$ cat src/rtl/core/ubrd_pkg.sv
package ubrd_pkg;

    localparam logic [31:0] DEFAULT_SEED = 32'h9e3779b9;
    localparam logic [31:0] MIX_A = 32'h7feb352d;
    localparam logic [31:0] MIX_B = 32'h846ca68b;

    typedef enum logic [1:0] {
        OP_SEED  = 2'd0,
        OP_BOUND = 2'd1,
        OP_BYTES = 2'd2,
        OP_NONE  = 2'd3
    } t_op;

    typedef enum logic [1:0] {
        CMD_SEED  = 2'd0,
        CMD_BOUND = 2'd1,
        CMD_BYTES = 2'd2,
        CMD_ZERO  = 2'd3
    } t_cmd_kind;

    typedef struct packed {
        t_cmd_kind   kind;
        logic [31:0] arg;
        logic [6:0]  count;
    } t_cmd;

    function automatic logic [31:0] xs_step(input logic [31:0] s);
        logic [31:0] t;
        t = s ^ (s << 13);
        t = t ^ (t >> 17);
        t = t ^ (t << 5);
        return t;
    endfunction

endpackage

$ cat src/rtl/core/ubrd_front.sv
module ubrd_front #(
    parameter int MAX_BYTES = 64
) (
    input  logic             i_clk,
    input  logic             i_rst_n,
    input  logic             i_valid,
    output logic             o_stall,
    input  logic [1:0]       i_operation,
    input  logic [31:0]      i_seed_value,
    input  logic [31:0]      i_upper_bound,
    input  logic [6:0]       i_byte_count,
    output logic             o_cmd_valid,
    input  logic             i_cmd_pop,
    output ubrd_pkg::t_cmd   o_cmd
);

    ubrd_pkg::t_cmd r_q0, r_q1, n_cmd;
    logic [1:0] r_cnt;
    logic push, keep;

    always_comb begin
        n_cmd = '0;
        keep = 1'b1;
        case (i_operation)
            ubrd_pkg::OP_SEED: begin
                n_cmd.kind = ubrd_pkg::CMD_SEED;
                n_cmd.arg = i_seed_value;
            end
            ubrd_pkg::OP_BOUND: begin
                n_cmd.kind = (i_upper_bound <= 32'd1) ? ubrd_pkg::CMD_ZERO
                                                      : ubrd_pkg::CMD_BOUND;
                n_cmd.arg = i_upper_bound;
            end
            ubrd_pkg::OP_BYTES: begin
                n_cmd.kind = ubrd_pkg::CMD_BYTES;
                n_cmd.count = (i_byte_count > 7'(MAX_BYTES)) ? 7'(MAX_BYTES)
                                                             : i_byte_count;
                keep = (i_byte_count != 7'd0);
            end
            default: keep = 1'b0;
        endcase
    end

    assign o_stall = (r_cnt == 2'd2);
    assign push = i_valid && !o_stall && keep;
    assign o_cmd_valid = (r_cnt != 2'd0);
    assign o_cmd = r_q0;

    always_ff @(posedge i_clk) begin
        if (!i_rst_n) begin
            r_cnt <= 2'd0;
        end else begin
            r_cnt <= r_cnt + {1'b0, push} - {1'b0, i_cmd_pop};
            if (i_cmd_pop) begin
                r_q0 <= (r_cnt == 2'd2) ? r_q1 : n_cmd;
                if (push) r_q1 <= n_cmd;
            end else if (push) begin
                if (r_cnt == 2'd0) r_q0 <= n_cmd;
                else r_q1 <= n_cmd;
            end
        end
    end

`ifndef SYNTHESIS
    a_cnt: assert property (@(posedge i_clk) disable iff (!i_rst_n) r_cnt != 2'd3)
        else $error("queue overflow");
    a_pop: assert property (@(posedge i_clk) disable iff (!i_rst_n)
        i_cmd_pop |-> o_cmd_valid) else $error("pop of empty queue");
    a_full: assert property (@(posedge i_clk) disable iff (!i_rst_n)
        (r_cnt == 2'd2 && !i_cmd_pop) |=> r_cnt == 2'd2) else $error("lost entry");
`endif

endmodule

$ cat src/rtl/core/ubrd_back.sv
module ubrd_back (
    input  logic             i_clk,
    input  logic             i_rst_n,
    input  logic             i_cmd_valid,
    output logic             o_cmd_pop,
    input  ubrd_pkg::t_cmd   i_cmd,
    output logic             o_valid,
    input  logic             i_stall,
    output logic [31:0]      o_value,
    output logic             o_last
);

    typedef enum logic [3:0] {
        S_IDLE, S_RDIV, S_GEN, S_MIX1, S_MIX2, S_MIX3, S_CHK, S_MDIV, S_BYTE, S_OUT
    } t_state;

    t_state r_state;
    logic [31:0] r_gen, r_n, r_lim, r_word, r_rem, r_div;
    logic [5:0]  r_bit;
    logic [6:0]  r_left;
    logic [1:0]  r_have;
    logic        r_bytes, r_valid, r_last;
    logic [31:0] r_value;
    logic [32:0] trial;
    logic [31:0] rem_sh;
    logic        out_load;

    assign rem_sh = {r_rem[30:0], r_div[31]};
    assign trial = {r_rem, r_div[31]} - {1'b0, r_n};
    assign o_valid = r_valid;
    assign o_value = r_value;
    assign o_last = r_last;
    assign o_cmd_pop = (r_state == S_IDLE) && i_cmd_valid && !r_valid;
    assign out_load = (o_cmd_pop && (i_cmd.kind == ubrd_pkg::CMD_ZERO))
                   || ((r_state inside {S_BYTE, S_OUT}) && (!r_valid || !i_stall));

    always_ff @(posedge i_clk) begin
        if (!i_rst_n) begin
            r_state <= S_IDLE;
            r_gen <= ubrd_pkg::DEFAULT_SEED;
            r_valid <= 1'b0;
        end else begin
            if (out_load) r_valid <= 1'b1;
            else if (!i_stall) r_valid <= 1'b0;
            case (r_state)
                S_IDLE: begin
                    if (o_cmd_pop) begin
                        r_n <= i_cmd.arg;
                        r_left <= i_cmd.count;
                        r_have <= 2'd0;
                        case (i_cmd.kind)
                            ubrd_pkg::CMD_SEED: r_gen <= (i_cmd.arg == 32'd0)
                                ? ubrd_pkg::DEFAULT_SEED : i_cmd.arg;
                            ubrd_pkg::CMD_ZERO: begin
                                r_value <= 32'd0;
                                r_last <= 1'b1;
                            end
                            ubrd_pkg::CMD_BOUND: begin
                                r_bytes <= 1'b0;
                                r_div <= 32'd0 - i_cmd.arg;
                                r_rem <= 32'd0;
                                r_bit <= 6'd32;
                                r_state <= S_RDIV;
                            end
                            default: begin
                                r_bytes <= 1'b1;
                                r_state <= S_GEN;
                            end
                        endcase
                    end
                end
                S_RDIV, S_MDIV: begin
                    if (r_bit == 6'd0) begin
                        if (r_state == S_RDIV) begin
                            r_lim <= 32'd0 - r_rem;
                            r_state <= S_GEN;
                        end else begin
                            r_value <= r_rem;
                            r_state <= S_OUT;
                        end
                    end else begin
                        r_div <= {r_div[30:0], 1'b0};
                        r_rem <= trial[32] ? rem_sh : trial[31:0];
                        r_bit <= r_bit - 6'd1;
                    end
                end
                S_GEN: begin
                    r_gen <= ubrd_pkg::xs_step(r_gen);
                    r_word <= ubrd_pkg::xs_step(r_gen);
                    r_state <= S_MIX1;
                end
                S_MIX1: begin
                    r_word <= (r_word ^ (r_word >> 16)) * ubrd_pkg::MIX_A;
                    r_state <= S_MIX2;
                end
                S_MIX2: begin
                    r_word <= (r_word ^ (r_word >> 15)) * ubrd_pkg::MIX_B;
                    r_state <= S_MIX3;
                end
                S_MIX3: begin
                    r_word <= r_word ^ (r_word >> 16);
                    r_state <= r_bytes ? S_BYTE : S_CHK;
                    r_have <= 2'd3;
                end
                S_CHK: begin
                    if (r_lim != 32'd0 && r_word >= r_lim) begin
                        r_state <= S_GEN;
                    end else begin
                        r_div <= r_word;
                        r_rem <= 32'd0;
                        r_bit <= 6'd32;
                        r_state <= S_MDIV;
                    end
                end
                S_BYTE: begin
                    if (!r_valid || !i_stall) begin
                        r_value <= {24'd0, r_word[7:0]};
                        r_last <= (r_left == 7'd1);
                        r_word <= r_word >> 8;
                        r_left <= r_left - 7'd1;
                        r_have <= r_have - 2'd1;
                        if (r_left == 7'd1) r_state <= S_IDLE;
                        else if (r_have == 2'd0) r_state <= S_GEN;
                    end
                end
                S_OUT: begin
                    if (!r_valid || !i_stall) begin
                        r_last <= 1'b1;
                        r_state <= S_IDLE;
                    end
                end
                default: r_state <= S_IDLE;
            endcase
        end
    end

`ifndef SYNTHESIS
    a_gen_nz: assert property (@(posedge i_clk) disable iff (!i_rst_n) r_gen != 32'd0)
        else $error("generator state is zero");
    a_hold: assert property (@(posedge i_clk) disable iff (!i_rst_n)
        (r_valid && i_stall) |=> r_valid && $stable(r_value)) else $error("word lost");
    a_rem: assert property (@(posedge i_clk) disable iff (!i_rst_n)
        (r_state == S_OUT) |-> r_value < r_n) else $error("remainder out of range");
`endif

endmodule

$ cat src/rtl/core/unbiased_bounded_random_draw_unit.sv
// Random draw unit: xorshift32 generator with a multiply-xorshift finaliser.
// The input channel (i_valid/o_stall) takes one command word per handshake:
// reseed, a draw below a bound, or a run of random bytes.
// The output channel (o_valid/i_stall) gives result words with o_last on
// the final word of each command; a reseed gives no word.
// A front stage classifies commands into a two-entry queue; a back engine
// runs them, so new commands are taken while results wait.
// A bounded draw runs two bit-serial 32-bit remainder passes, one for the
// rejection limit and one for the result, and generates a new word for each
// rejected one. A bound of 0 or 1 answers zero with no division and no
// generated word. A byte draw generates one word for every four bytes.
// Reset loads the default seed and empties the queue and the output.
// While the receiver stalls, the output word holds and the engine waits
// before its next word; once the queue is full o_stall is raised.
module unbiased_bounded_random_draw_unit #(
    parameter int MAX_BYTES = 64
) (
    input  logic        i_clk,
    input  logic        i_rst_n,
    input  logic        i_valid,
    output logic        o_stall,
    input  logic [1:0]  i_operation,
    input  logic [31:0] i_seed_value,
    input  logic [31:0] i_upper_bound,
    input  logic [6:0]  i_byte_count,
    output logic        o_valid,
    input  logic        i_stall,
    output logic [31:0] o_value,
    output logic        o_last
);

    ubrd_pkg::t_cmd cmd;
    logic cmd_valid, cmd_pop;

    ubrd_front #(.MAX_BYTES(MAX_BYTES)) u_front (
        .i_clk, .i_rst_n, .i_valid, .o_stall, .i_operation, .i_seed_value,
        .i_upper_bound, .i_byte_count,
        .o_cmd_valid(cmd_valid), .i_cmd_pop(cmd_pop), .o_cmd(cmd)
    );

    ubrd_back u_back (
        .i_clk, .i_rst_n, .i_cmd_valid(cmd_valid), .o_cmd_pop(cmd_pop),
        .i_cmd(cmd), .o_valid, .i_stall, .o_value, .o_last
    );

endmodule

$ cat config.mk
export PLATFORM = sky130hd
export DESIGN_NAME = unbiased_bounded_random_draw_unit
export DESIGN_NICKNAME = d
export VERILOG_FILES = /design/src/rtl/core/ubrd_pkg.sv /design/src/rtl/core/ubrd_front.sv /design/src/rtl/core/ubrd_back.sv /design/src/rtl/core/unbiased_bounded_random_draw_unit.sv
export SDC_FILE = /design/constraint.sdc
export NUM_CORES = 2
export LEC_CHECK = 0
export ABC_AREA = 1
export BUFFER_PORTS_ARGS = -buffer_cell sky130_fd_sc_hd__buf_2
export CAP_MARGIN = 10
export CORE_MARGIN = 2
export CORE_UTILIZATION = 51
export CTS_BUF_LIST = sky130_fd_sc_hd__clkbuf_4 sky130_fd_sc_hd__clkbuf_8
export DETAILED_ROUTE_END_ITERATION = 6
export PLACE_DENSITY = 0.67
export SLEW_MARGIN = 25
export SYNTH_ARGS = -nofsm -noshare
export SYNTH_HDL_FRONTEND = slang
export SYNTH_SLANG_ARGS = --single-unit
export TNS_END_PERCENT = 20
$ cat constraint.sdc
create_clock -name i_clk -period 11.1 [get_ports i_clk]
set_input_delay 1.665 -clock i_clk [delete_from_list [all_inputs] [get_ports i_clk]]
set_output_delay 1.665 -clock i_clk [all_outputs]
set_load 0.02 [all_outputs]
==> flow_summary.rst <==
.. list-table::
   :header-rows: 1

   * - Metric
     - Value
   * - Count of instances resized after the clock tree is built
     - 0
   * - Total via count after detailed routing
     - 30200
   * - Yosys warns
     - 0
   * - Grt met3 use
     - 3.75%
   * - Critical-path top delay cell
     - sky130_fd_sc_hd__edfxtp_1
   * - Sink count of the clock tree
     - 330
   * - Ys flop type
     - sky130_fd_sc_hd__edfxtp_1
   * - Arrival time worst endpoint
     - 8.13 ns
   * - Count of buffers added by post-CTS timing repair for setup
     - 0
   * - Total routing usage reported by global routing
     - 31.9%
   * - Reg clk slew, reported paths
     - 0.07 ns
   * - Combined area of all synthesized cells
     - 0.0374 mm²
   * - Crit Path Class
     - reg -> reg
   * - Max Root-Sink Buffers
     - 3
   * - Run status
     - completed
   * - Max Clock Skew
     - 0.0301 ns
   * - Antenna violations before repair
     - 3
   * - Number of buffers inserted during clock tree synthesis
     - 50
   * - Number of global-route vias before repair
     - 30100
   * - Max Freq
     - 0.129 GHz
   * - Category of the worst setup path launch point
     - flip-flop
   * - Global-route met2 utilization
     - 52.8%
   * - Max transition margin
     - 30.9%
   * - Total Wirelength
     - 118000 µm
   * - Async S/R FF share, synth
     - 0%
   * - Clock H-tree levels
     - 2
   * - Top Usage Layer GRT
     - met2
   * - Pin count of the biggest net entering global routing
     - 71
   * - Row cnt
     - 99
   * - Max cap viols
     - 0
   * - Met1 Track Usage GR
     - 42.1%
   * - Min-delay worst type
     - reg -> reg
   * - Critical path data required time
     - 11.47 ns
   * - Port buffer count
     - 111
   * - Clock latency on the worst-skew pair
     - 0.63 ns
   * - Share of final-layout standard cells stronger than drive strength 1
     - 7.25%
   * - Yosys cell types
     - 67
   * - Count of final max-slew check failures
     - 0
   * - Worst-margin pin slew
     - 1.03 ns
   * - Setup_tns
     - 0 ns
   * - Leading post-synthesis cells by cell area
     - sky130_fd_sc_hd__edfxtp_1 (23%), sky130_fd_sc_hd__fa_1 (19%), sky130_fd_sc_hd__ha_1 (15%)
   * - Kind of cell adding the most delay to the critical path
     - adder cells
   * - Total die area
     - 0.0755 mm²
   * - TritonCTS clock tree
     - yes
   * - Portion of synthesized cell area occupied by the leading cell type
     - 23.4%
   * - Core Box Area
     - 0.0727 mm²
   * - Post-route ant nets
     - 0
   * - Placer congestion estimate
     - 1.01
   * - R2r worst-path depth
     - 27
   * - Global-route wire length before repair
     - 181000 µm
   * - CP dominant cell by count
     - sky130_fd_sc_hd__fa_1
   * - Fillcell total
     - 6806
   * - Slowest cell delay on critical path
     - 0.83 ns
   * - Worst slack on hold paths
     - 0.495 ns
   * - Setup violations, final
     - 0
   * - Cell depth of the worst hold path
     - 2
   * - DRT iter0 DRCs
     - 2782
   * - Utilization after layout
     - 55.3%
   * - Net count after synthesis
     - 5250
   * - Most used standard cell by instance count after synthesis
     - sky130_fd_sc_hd__inv_1
   * - Number of instances in the synthesized netlist
     - 4381
   * - Post-DR wirelength/cell
     - 21.5 µm
   * - Largest fanout on the critical path
     - 14
   * - Starting Density
     - 51.4%
   * - Total overflow reported by the global router
     - 0
   * - EDFF count, synth
     - 291
   * - DRC errors left
     - 0
   * - Dominant cell type by area after synthesis
     - sky130_fd_sc_hd__edfxtp_1
   * - IO Count
     - 112
   * - Crit. End Element
     - flip-flop
   * - Die H
     - 275 µm
   * - Area delta synth->final
     - 7.67%
   * - Chip width
     - 275 µm
   * - Unrepaired setup endpoints after global routing
     - false
   * - Fraction of the yosys area taken by sequential cells
     - 25.5%
   * - Final worst-path cycle share
     - 69.9%
   * - Clock root buffer
     - sky130_fd_sc_hd__clkbuf_8
   * - WP depth
     - 27
   * - Buf+Inv Stages, Crit Path
     - 5
   * - Via density per instance
     - 5.48
   * - Flip-flop and latch count after synthesis
     - 330
   * - Commonest cells in the netlist
     - sky130_fd_sc_hd__inv_1 (883), sky130_fd_sc_hd__nand2_1 (834), sky130_fd_sc_hd__ha_1 (444)
   * - Detailed-routing iteration count for the pre-antenna-repair pass
     - 6
   * - Number of nets in the finished design
     - 5374
   * - Total half-perimeter wirelength after legalization and detailed placement
     - 96700 µm
   * - Post-CTS Hold Fix Bufs
     - 0
   * - Syn_area_per_cell
     - 8.53 µm²
   * - Final hold violation count
     - 0
   * - Minimum clock period after layout
     - 7.76 ns
[path summary, 6_finish.rpt]
check / slack (ns) / start / end
worst min-delay path: 0.50 / u_back.r_gen[27] / u_back.r_gen[27]
worst max register to register: 3.34 / u_back.r_word[22] / u_back.r_word[31]
worst max-delay path: 3.34 / u_back.r_word[22] / u_back.r_word[31]
worst min register to register: 0.50 / u_back.r_gen[27] / u_back.r_gen[27]
[routing by layer]
layer,routed length [µm],vias to the layer above,share of wire [%]
met3,8810,265,7.5
li1,-,14300,-
met4,6090,2,5.2
met5,13,-,0.011
met2,55000,1278,47
met1,48100,14300,41
[tightest hold or removal path: cells and delay by family, from the launching register on]
family,cells,cell delay (ns)
compound gates,1,0.07
simple gates,1,0.06
flops,1,0.34
[area by class of cell]
class | instances | area, µm² | area share (%)
Clock inverter | 26 | 280 | 0.697
Timing Repair Buffer | 158 | 928 | 2.31
Inverter | 896 | 3360 | 8.36
Sequential cell | 330 | 9520 | 23.7
Tap cell | 959 | 1200 | 2.98
Clock buffer | 60 | 776 | 1.93
Antenna cell | 1 | 2.50 | 0.00622
Multi-Input combinational cell | 3069 | 24200 | 60.1
[metrics by stage]
stage / instance area, µm² / worst slack (ns) / instances
global placement: 39100 / 3.53 / 5411
floorplan: 37400 / 3.53 / 4381
global route: 40200 / 3.06 / 5499
CTS: 40200 / 3.35 / 5498
finish: 40200 / 3.34 / 5499
detailed placement: 39200 / 3.38 / 5412
[state kept, by name (all words and copies together) (netlist names)]
register	cells
u_back.r_n	32
u_back.r_gen	32
u_back.r_have	2
u_front.o_cmd	41
u_front.r_q1	41
u_back.r_div	32
u_back.r_bytes	1
u_back.r_rem	32
u_back.r_word	32
u_back.o_value	32
u_back.r_lim	32
u_back.r_bit	6
u_front.r_cnt	2
u_back.r_left	7
u_back.r_state	4
u_back.o_last	1
u_back.o_valid	1
[cell usage in the layout (no fill, tap or decap), types with 91 or more instances in the layout]
cell type	instances
sky130_fd_sc_hd__xnor2_1	91
sky130_fd_sc_hd__nand3_1	182
sky130_fd_sc_hd__inv_1	881
sky130_fd_sc_hd__edfxtp_1	291
sky130_fd_sc_hd__xor2_1	141
sky130_fd_sc_hd__a21oi_1	182
sky130_fd_sc_hd__nor2_1	312
sky130_fd_sc_hd__ha_1	443
sky130_fd_sc_hd__buf_2	111
sky130_fd_sc_hd__o21ai_0	190
sky130_fd_sc_hd__nand2_1	834
sky130_fd_sc_hd__fa_1	348
[cell families after synthesis]
family	after synthesis	synth area share, %
simple gates	1489	16.8
buf+inv	982	10.0
fa+ha+maj	792	33.5
compound gates	554	8.67
flops	330	25.5
xor+xnor	234	5.52
Power is left out: the tool's default activity adds up to more than one toggle a clock period on the data nets, which glitch-free logic cannot reach.
